### src/design/sst_pkg.sv
package sst_pkg;

	localparam int KEY_W = 64;
	localparam int SCORE_W = 32;
	localparam int RANK_W = 4;
	localparam int TOTAL_W = 5;

	typedef enum logic [1:0] {
		ACT_INSERT = 2'd0,
		ACT_DELETE = 2'd1,
		ACT_READ   = 2'd2,
		ACT_IGNORE = 2'd3
	} action_t;

	typedef enum logic [2:0] {
		STS_INSERTED   = 3'd0,
		STS_DUPLICATE  = 3'd1,
		STS_FULL       = 3'd2,
		STS_DELETED    = 3'd3,
		STS_NOT_FOUND  = 3'd4,
		STS_READ_OK    = 3'd5,
		STS_RANK_EMPTY = 3'd6
	} status_t;

	typedef enum logic [2:0] {
		ST_IDLE,
		ST_SCAN,
		ST_INS_SHIFT,
		ST_PLACE,
		ST_DEL_SHIFT,
		ST_READ_WAIT,
		ST_FIN
	} state_t;

	typedef struct packed {
		action_t                    action;
		logic [KEY_W-1:0]           entry_key;
		logic signed [SCORE_W-1:0]  entry_score;
		logic [RANK_W-1:0]          read_rank;
	} req_t;

	typedef struct packed {
		status_t                    status;
		logic [KEY_W-1:0]           out_key;
		logic signed [SCORE_W-1:0]  out_score;
		logic [TOTAL_W-1:0]         entry_total;
	} rsp_t;

	typedef struct packed {
		logic [KEY_W-1:0]           key;
		logic signed [SCORE_W-1:0]  score;
	} entry_t;

endpackage

### src/design/sorted_score_table_top.sv
// an insert scans the keys, shifts lower-scored entries down one per cycle, then places the entry;
// a delete scans the keys, then moves each later entry up; a read waits for the memory read;
// a full insert, an empty delete, a bad read rank or an ignore goes straight to the response;
// one transaction in flight: the next is accepted at the edge after rsp_valid rises if not stalled
// reset clears the entry count and the control state; memory contents are not cleared
module sorted_score_table_top #(
	parameter int CAPACITY = 16
) (
	input  logic          clk,
	input  logic          arst_n,
	input  logic          req_valid,
	output logic          req_stall,
	input  sst_pkg::req_t req,
	output logic          rsp_valid,
	input  logic          rsp_stall,
	output sst_pkg::rsp_t rsp
);
	import sst_pkg::*;

	localparam int IDX_W = $clog2(CAPACITY);
	localparam int CNT_W = $clog2(CAPACITY + 1);
	localparam int RW = (CNT_W > RANK_W) ? CNT_W : RANK_W;

	state_t state_q, state_d;
	req_t cur_q;
	logic [IDX_W-1:0] ptr_q, ptr_d;
	logic [CNT_W-1:0] count_q;
	status_t res_status_q, res_status;
	logic [KEY_W-1:0] res_key_q;
	logic signed [SCORE_W-1:0] res_score_q;
	logic rsp_valid_q;
	rsp_t rsp_q;

	logic [IDX_W-1:0] rd_addr, wr_addr;
	logic wr_en;
	entry_t wr_data, rd_data, new_entry;
	logic res_load, res_from_mem, cnt_inc, cnt_dec, out_load;

	logic acc, hit, last, above, full, empty, rank_ok, out_free;
	logic [CNT_W-1:0] ptr_nx;
	logic [RW-1:0] rank_ext;

	assign acc = req_valid && (state_q == ST_IDLE);
	assign req_stall = (state_q != ST_IDLE);
	assign ptr_nx = CNT_W'(ptr_q) + CNT_W'(1);
	assign hit = (rd_data.key == cur_q.entry_key);
	assign last = (ptr_nx == count_q);
	assign above = (cur_q.entry_score > rd_data.score);
	assign full = (count_q == CNT_W'(CAPACITY));
	assign empty = (count_q == '0);
	assign rank_ext = RW'(req.read_rank);
	assign rank_ok = (rank_ext < RW'(count_q));
	assign out_free = !rsp_valid_q || !rsp_stall;
	assign new_entry = '{key: cur_q.entry_key, score: cur_q.entry_score};

	sst_store #(.DEPTH(CAPACITY)) u_store (
		.clk     (clk),
		.wr_en   (wr_en),
		.wr_addr (wr_addr),
		.wr_data (wr_data),
		.rd_addr (rd_addr),
		.rd_data (rd_data)
	);

	// next state
	always_comb begin
		state_d = state_q;
		unique case (state_q)
			ST_IDLE: begin
				if (req_valid) begin
					unique case (req.action)
						ACT_INSERT: begin
							priority if (full) state_d = ST_FIN;
							else if (empty) state_d = ST_PLACE;
							else state_d = ST_SCAN;
						end
						ACT_DELETE: state_d = empty ? ST_FIN : ST_SCAN;
						ACT_READ:   state_d = rank_ok ? ST_READ_WAIT : ST_FIN;
						ACT_IGNORE: state_d = ST_FIN;
						default:    state_d = ST_FIN;
					endcase
				end
			end
			ST_SCAN: begin
				priority if (hit) begin
					if (cur_q.action == ACT_INSERT || last) state_d = ST_FIN;
					else state_d = ST_DEL_SHIFT;
				end else if (last) begin
					state_d = (cur_q.action == ACT_INSERT) ? ST_INS_SHIFT : ST_FIN;
				end else begin
					state_d = ST_SCAN;
				end
			end
			ST_INS_SHIFT: begin
				priority if (!above) state_d = ST_FIN;
				else if (ptr_q == '0) state_d = ST_PLACE;
				else state_d = ST_INS_SHIFT;
			end
			ST_PLACE:     state_d = ST_FIN;
			ST_DEL_SHIFT: if (last) state_d = ST_FIN;
			ST_READ_WAIT: state_d = ST_FIN;
			ST_FIN:       if (out_free) state_d = ST_IDLE;
			default:      state_d = ST_IDLE;
		endcase
	end

	// datapath controls
	always_comb begin
		rd_addr = ptr_q;
		ptr_d = ptr_q;
		wr_en = 1'b0;
		wr_addr = ptr_q;
		wr_data = new_entry;
		res_load = 1'b0;
		res_from_mem = 1'b0;
		res_status = STS_RANK_EMPTY;
		cnt_inc = 1'b0;
		cnt_dec = 1'b0;
		out_load = 1'b0;
		unique case (state_q)
			ST_IDLE: begin
				rd_addr = '0;
				ptr_d = '0;
				if (req_valid) begin
					unique case (req.action)
						ACT_INSERT: begin
							res_load = full;
							res_status = STS_FULL;
						end
						ACT_DELETE: begin
							res_load = empty;
							res_status = STS_NOT_FOUND;
						end
						ACT_READ: begin
							rd_addr = rank_ext[IDX_W-1:0];
							res_load = !rank_ok;
							res_status = STS_RANK_EMPTY;
						end
						ACT_IGNORE: begin
							res_load = 1'b1;
							res_status = STS_RANK_EMPTY;
						end
						default: begin
							res_load = 1'b1;
							res_status = STS_RANK_EMPTY;
						end
					endcase
				end
			end
			ST_SCAN: begin
				priority if (hit) begin
					if (cur_q.action == ACT_INSERT) begin
						res_load = 1'b1;
						res_status = STS_DUPLICATE;
					end else if (last) begin
						cnt_dec = 1'b1;
						res_load = 1'b1;
						res_status = STS_DELETED;
					end else begin
						rd_addr = ptr_q + IDX_W'(1);
						ptr_d = ptr_q + IDX_W'(1);
					end
				end else if (last) begin
					if (cur_q.action != ACT_INSERT) begin
						res_load = 1'b1;
						res_status = STS_NOT_FOUND;
					end
				end else begin
					rd_addr = ptr_q + IDX_W'(1);
					ptr_d = ptr_q + IDX_W'(1);
				end
			end
			ST_INS_SHIFT: begin
				wr_en = 1'b1;
				wr_addr = ptr_q + IDX_W'(1);
				if (above) begin
					wr_data = rd_data;
					if (ptr_q != '0) begin
						rd_addr = ptr_q - IDX_W'(1);
						ptr_d = ptr_q - IDX_W'(1);
					end
				end else begin
					cnt_inc = 1'b1;
					res_load = 1'b1;
					res_status = STS_INSERTED;
				end
			end
			ST_PLACE: begin
				wr_en = 1'b1;
				cnt_inc = 1'b1;
				res_load = 1'b1;
				res_status = STS_INSERTED;
			end
			ST_DEL_SHIFT: begin
				wr_en = 1'b1;
				wr_addr = ptr_q - IDX_W'(1);
				wr_data = rd_data;
				if (last) begin
					cnt_dec = 1'b1;
					res_load = 1'b1;
					res_status = STS_DELETED;
				end else begin
					rd_addr = ptr_q + IDX_W'(1);
					ptr_d = ptr_q + IDX_W'(1);
				end
			end
			ST_READ_WAIT: begin
				res_load = 1'b1;
				res_from_mem = 1'b1;
				res_status = STS_READ_OK;
			end
			ST_FIN: out_load = out_free;
			default: ;
		endcase
	end

	always_ff @(posedge clk or negedge arst_n) begin
		if (!arst_n) begin
			state_q <= ST_IDLE;
			count_q <= '0;
			rsp_valid_q <= 1'b0;
		end else begin
			state_q <= state_d;
			if (cnt_inc) begin
				count_q <= count_q + CNT_W'(1);
			end else if (cnt_dec) begin
				count_q <= count_q - CNT_W'(1);
			end
			if (out_load) begin
				rsp_valid_q <= 1'b1;
			end else if (!rsp_stall) begin
				rsp_valid_q <= 1'b0;
			end
		end
	end

	always_ff @(posedge clk) begin
		ptr_q <= ptr_d;
		if (acc) begin
			cur_q <= req;
		end
		if (res_load) begin
			res_status_q <= res_status;
			res_key_q <= res_from_mem ? rd_data.key : '0;
			res_score_q <= res_from_mem ? rd_data.score : '0;
		end
		if (out_load) begin
			rsp_q.status <= res_status_q;
			rsp_q.out_key <= res_key_q;
			rsp_q.out_score <= res_score_q;
			rsp_q.entry_total <= TOTAL_W'(count_q);
		end
	end

	assign rsp_valid = rsp_valid_q;
	assign rsp = rsp_q;

	a_count_bound: assert property (@(posedge clk) disable iff (!arst_n)
		count_q <= CNT_W'(CAPACITY))
		else $error("entry count above capacity");

	a_ins_room: assert property (@(posedge clk) disable iff (!arst_n)
		(state_q == ST_INS_SHIFT) |-> (!full && ptr_nx <= count_q))
		else $error("insert shift outside the table");

	a_del_range: assert property (@(posedge clk) disable iff (!arst_n)
		(state_q == ST_DEL_SHIFT) |-> (ptr_q != '0 && ptr_nx <= count_q))
		else $error("delete move outside the table");

	a_count_step: assert property (@(posedge clk) disable iff (!arst_n)
		(state_q == ST_IDLE || state_q == ST_READ_WAIT || state_q == ST_FIN)
			|=> $stable(count_q))
		else $error("entry count changed outside an update");

endmodule

### src/design/sst_store.sv
module sst_store #(
	parameter int DEPTH = 16,
	localparam int AW = $clog2(DEPTH)
) (
	input  logic            clk,
	input  logic            wr_en,
	input  logic [AW-1:0]   wr_addr,
	input  sst_pkg::entry_t wr_data,
	input  logic [AW-1:0]   rd_addr,
	output sst_pkg::entry_t rd_data
);
	import sst_pkg::*;

	entry_t mem [DEPTH];

	always_ff @(posedge clk) begin
		if (wr_en) begin
			mem[wr_addr] <= wr_data;
		end
	end

	always_ff @(posedge clk) begin
		rd_data <= mem[rd_addr];
	end

endmodule
### config.mk
export PLATFORM = sky130hd
export DESIGN_NAME = sorted_score_table_top
export DESIGN_NICKNAME = d
export VERILOG_FILES = /design/src/design/sst_pkg.sv /design/src/design/sorted_score_table_top.sv /design/src/design/sst_store.sv
export SDC_FILE = /design/constraint.sdc
export NUM_CORES = 2
export LEC_CHECK = 0
export ABC_AREA = 1
export BUFFER_PORTS_ARGS = -buffer_cell sky130_fd_sc_hd__buf_2
export CORE_MARGIN = 4
export CORE_UTILIZATION = 47
export DETAILED_ROUTE_END_ITERATION = 10
export PLACE_DENSITY = 0.6
export SLEW_MARGIN = 20
export SYNTH_ARGS = -nofsm -noshare
export SYNTH_HDL_FRONTEND = slang
export SYNTH_SLANG_ARGS = --single-unit
### constraint.sdc
create_clock -name clk -period 9.8 [get_ports clk]
set_clock_uncertainty 0.05 [all_clocks]
set_input_delay 0.98 -clock clk [delete_from_list [all_inputs] [get_ports clk]]
set_output_delay 0.98 -clock clk [all_outputs]
set_load 0.1 [all_outputs]
==> results.toml <==
[synthesis]
syn-cell-area_mm2 = 0.08219
synth_fp_nets = 7633
synth_cells = 7486
ys_types = 45
yosys_warnings = 0
synth.ff_latch_count = 1946
synth.avg_cell_area_um2 = 10.98
synth-seq-area-share_pct = 69.88

[global_route]
grt_first_pass_wirelength_um = 323700
gr-usage-all-layers_pct = 23.42
vias_in_the_first_global_route = 52503
antenna_violations_before_repair = 2
grt.overflow.total = 0
grt_max_degree = 196

[critical_path]
critical_path_arrival_ps = 6910
critical_path_peak_fanout = 134
crit-reg2reg-launch = "u_store.rd_data[52]$_DFF_P_"
path_common_cell = "nand2_1"
cell_chain_of_the_critical_path = "inv_1 -> nand2_1 -> nand2_1 -> nor2_1 -> nand2_1 -> nor2_1 -> nand2_1 -> nor2_1 -> nand3_1 -> nand2_1 -> nand2_1 -> nand2_1 -> nand2_1 -> inv_1 -> nand3_1 -> nand2_8 -> buf_12 -> buf_4 -> nand3_1 -> nand3_1 -> nand3_1 -> nand2_1"
rr_worst_depth = 22
path_buf_inv = 4
worst-endpoint-required_ps = 10480
crit_type = "reg2reg"
regToRegSetupSlack_ps = 3570
worst_setup_path_end_kind = "flip-flop"
worst_setup_path_start_kind = "flip-flop"
worst_path_dominant_cell_family = "simple AND/OR/NAND/NOR gates"
crit_path_max_incr_delay_ps = 970
critPathSlowestCell = "buf_4"
rr_endpoint = "u_store.rd_data[50]$_DFF_P_"

[placement]
placed_cells_incl_taps = 9732
gp_congestion = 0.8184
detailed_place_hpwl_um = 101500
numPortBuffers = 211

[timing]
report.final.slew_viol_count = 0
hold_violations = 0
max-slew-margin-rel_pct = 21.69
totalNegativeSetupSlack_ps = 0
clock.fmax_mhz = 160.5
rsz0062_at_grt = "false"
min_period_over_period_pct = 63.56
max_slew.worst_pin.slew_ps = 1175
finalCriticalPeriod_ps = 6229
final_setup_violation_count = 0

[hold_path]
worstHoldPathType = "in2reg"
hold_path_depth = 1
timing.hold.worst.start = "req[39]"
min_to = "cur_q[39]$_DFFE_PP_"

[clock_tree]
cts_setup_buffers = 0
tritoncts = "yes"
cts_buffer_depth = 3
post_cts_resized = 0
clkTransAtPathRegs_ps = 60
ctsHtreeMaxLevel = 4
hold_buffers = 1
ctsRootBufferMaster = "clkbuf_16"
numClockSinks = 1946
cts-buffers-inserted = 199
insertion_delay_ps = 840

[detailed_routing]
topmost_layer_with_routed_signal_wires = "met4"
routed_vias_inst = 5.380
totalWireLength_um = 215500
drt_first_iter_violations = 5162
route.detailed.wl_per_inst_um = 21.32
drt.antenna.violating_nets = 0
route.met2.wl_um = 106700
route.detailed.drc = 0
firstDrtPassIters = 7
route.layer.met1.wl_um = 88350
via_count = 54384
wl_met3_um = 13110

[job]
drv_cap = 0

[layout]
final_core_utilization_pct = 53.04
layout.cells.non_filler = 10108
net_count_of_the_finished_layout = 7756
fraction_of_final_layout_cells_sized_beyond_drive_strength_1_pct = 8.778
area_delta_synth_final_pct = 12.19

[floorplan]
ports = 212
placementRows = 153
die_h_um = 426.2
die_w_um = 426.2
design.core.area_mm2 = 0.1738
effective_utilization_at_floorplan_pct = 47.28
fp.dieArea_mm2 = 0.1816

[run_status]
outcome = "completed"
worst reg2reg max path: stages (launching register included):
cell	delay, ps
dfxtp_1	400
inv_1	100
nand2_1	70
nand2_1	100
nor2_1	120
nand2_1	60
nor2_1	300
nand2_1	200
nor2_1	780
nand3_1	320
nand2_1	190
nand2_1	60
nand2_1	60
nand2_1	40
inv_1	60
nand3_1	180
nand2_8	630
buf_12	630
buf_4	1140
nand3_1	180
nand3_1	130
nand3_1	90
nand2_1	190
how the worst max path moves through the flow:
| stage | cells after the start | start | end | slack (ps) |
|---|---|---|---|---|
| after floorplan | 8 | req[1] | res_key_q[0]$_SDFFCE_PN0P_ | 2470 |
| after global placement | 21 | cur_q[59]$_DFFE_PP_ | u_store.rd_data[50]$_DFF_P_ | 3590 |
| after detailed placement | 21 | cur_q[59]$_DFFE_PP_ | u_store.rd_data[50]$_DFF_P_ | 3560 |
| after CTS | 22 | u_store.rd_data[52]$_DFF_P_ | u_store.rd_data[50]$_DFF_P_ | 3530 |
| after global routing | 22 | u_store.rd_data[52]$_DFF_P_ | u_store.rd_data[50]$_DFF_P_ | 3250 |
| final | 22 | u_store.rd_data[52]$_DFF_P_ | u_store.rd_data[50]$_DFF_P_ | 3570 |
registers in the layout, indices dropped and copies added, names as in the netlist:
name / cells
res_score_q: 32
ptr_q: 4
u_store.rd_data: 96
cur_q: 98
state_q: 3
count_q: 5
rsp_valid: 1
res_status_q: 3
res_key_q: 64
rsp: 104
u_store.mem: 1536
cells in the final DEF, fill, tap and decap left out, types with 15 or more instances in the layout:
cell and n:
nor2_4 16, clkbuf_16 201, o21ai_0 95, ha_1 40, nor2_1 172, o21ai_1 15
clkinv_1 35, a21oi_1 23, dfxtp_1 96, nand2_1 1731, buf_12 24, clkbuf_8 16
xor2_1 37, nand3b_1 96, inv_1 1038, buf_4 122, clkinv_2 27, nand3_1 1757
edfxtp_1 1841, buf_2 211, clkbuf_1 63, bufinv_16 16
through the flow:
stage	cell area (um^2)	worst slack (ps)	hold slack, ps
floorplan	82190	2469	350.3
global placement	85650	3587	350.8
detailed placement	85690	3560	354.5
CTS	92170	3529	192.2
global route	92200	3253	213.5
finish	92200	3571	262.1
layout make-up:
type | instances | area (um^2)
clock buffers | 280 | 5487
inverters | 1049 | 3965
clock inverters | 93 | 979.7
diodes | 2 | 5.005
well taps | 2325 | 2909
fillers | 15040 | 81620
repair buffers | 358 | 2462
flip-flops and latches | 1946 | 57430
multi-input cells | 4055 | 18960
synthesized netlist by cell type, drive strengths merged:
cell	count	area, um^2
edfxtp	1841	55280
nand3	1758	8803
nand2	1738	6534
inv	1046	3926
buf	261	1445
nor2	190	718.2
clkbuf	175	658.1
o21ai	120	604.3
dfxtp	96	1922
nand3b	96	720.7
ha	40	500.5
xor2	37	324.1
a21oi	24	120.1
xnor2	10	87.58
dfrtp	9	225.2
nand4	8	50.05
nor3	8	45.04
o21a	5	37.54
a31oi	4	25.02
clkinv	3	11.26
and2	2	12.51
o2111ai	2	17.52
o211ai	2	15.01
or2	2	12.52
a21boi	1	7.510
a21o	1	7.510
a311oi	1	8.760
a32o	1	10.01
a32oi	1	8.760
fa	1	20.02
mux2i	1	10.01
nor4	1	6.260
o41ai	1	8.760
routing by layer:
metal	vias to the layer above	track usage (%)
li1	25448	-
met3	382	3.082
met1	26728	30.19
met4	0	8.865
met5	-	0
met2	1826	40.48
cell families (layout without fill, tap and decap cells):
group	Yosys count	after routing	synth area share (%)
flops	1946	1946	69.88
mux	1	1	0.01218
fa+ha+maj	41	41	0.6333
xor+xnor	47	47	0.5009
compound gates	163	163	1.060
buf+inv	1485	1780	7.350
other cells	0	2	0
simple gates	3803	3803	20.57
Power is not shown: default switching activity piles up to over one toggle a cycle in this logic, so the estimate is an artifact.
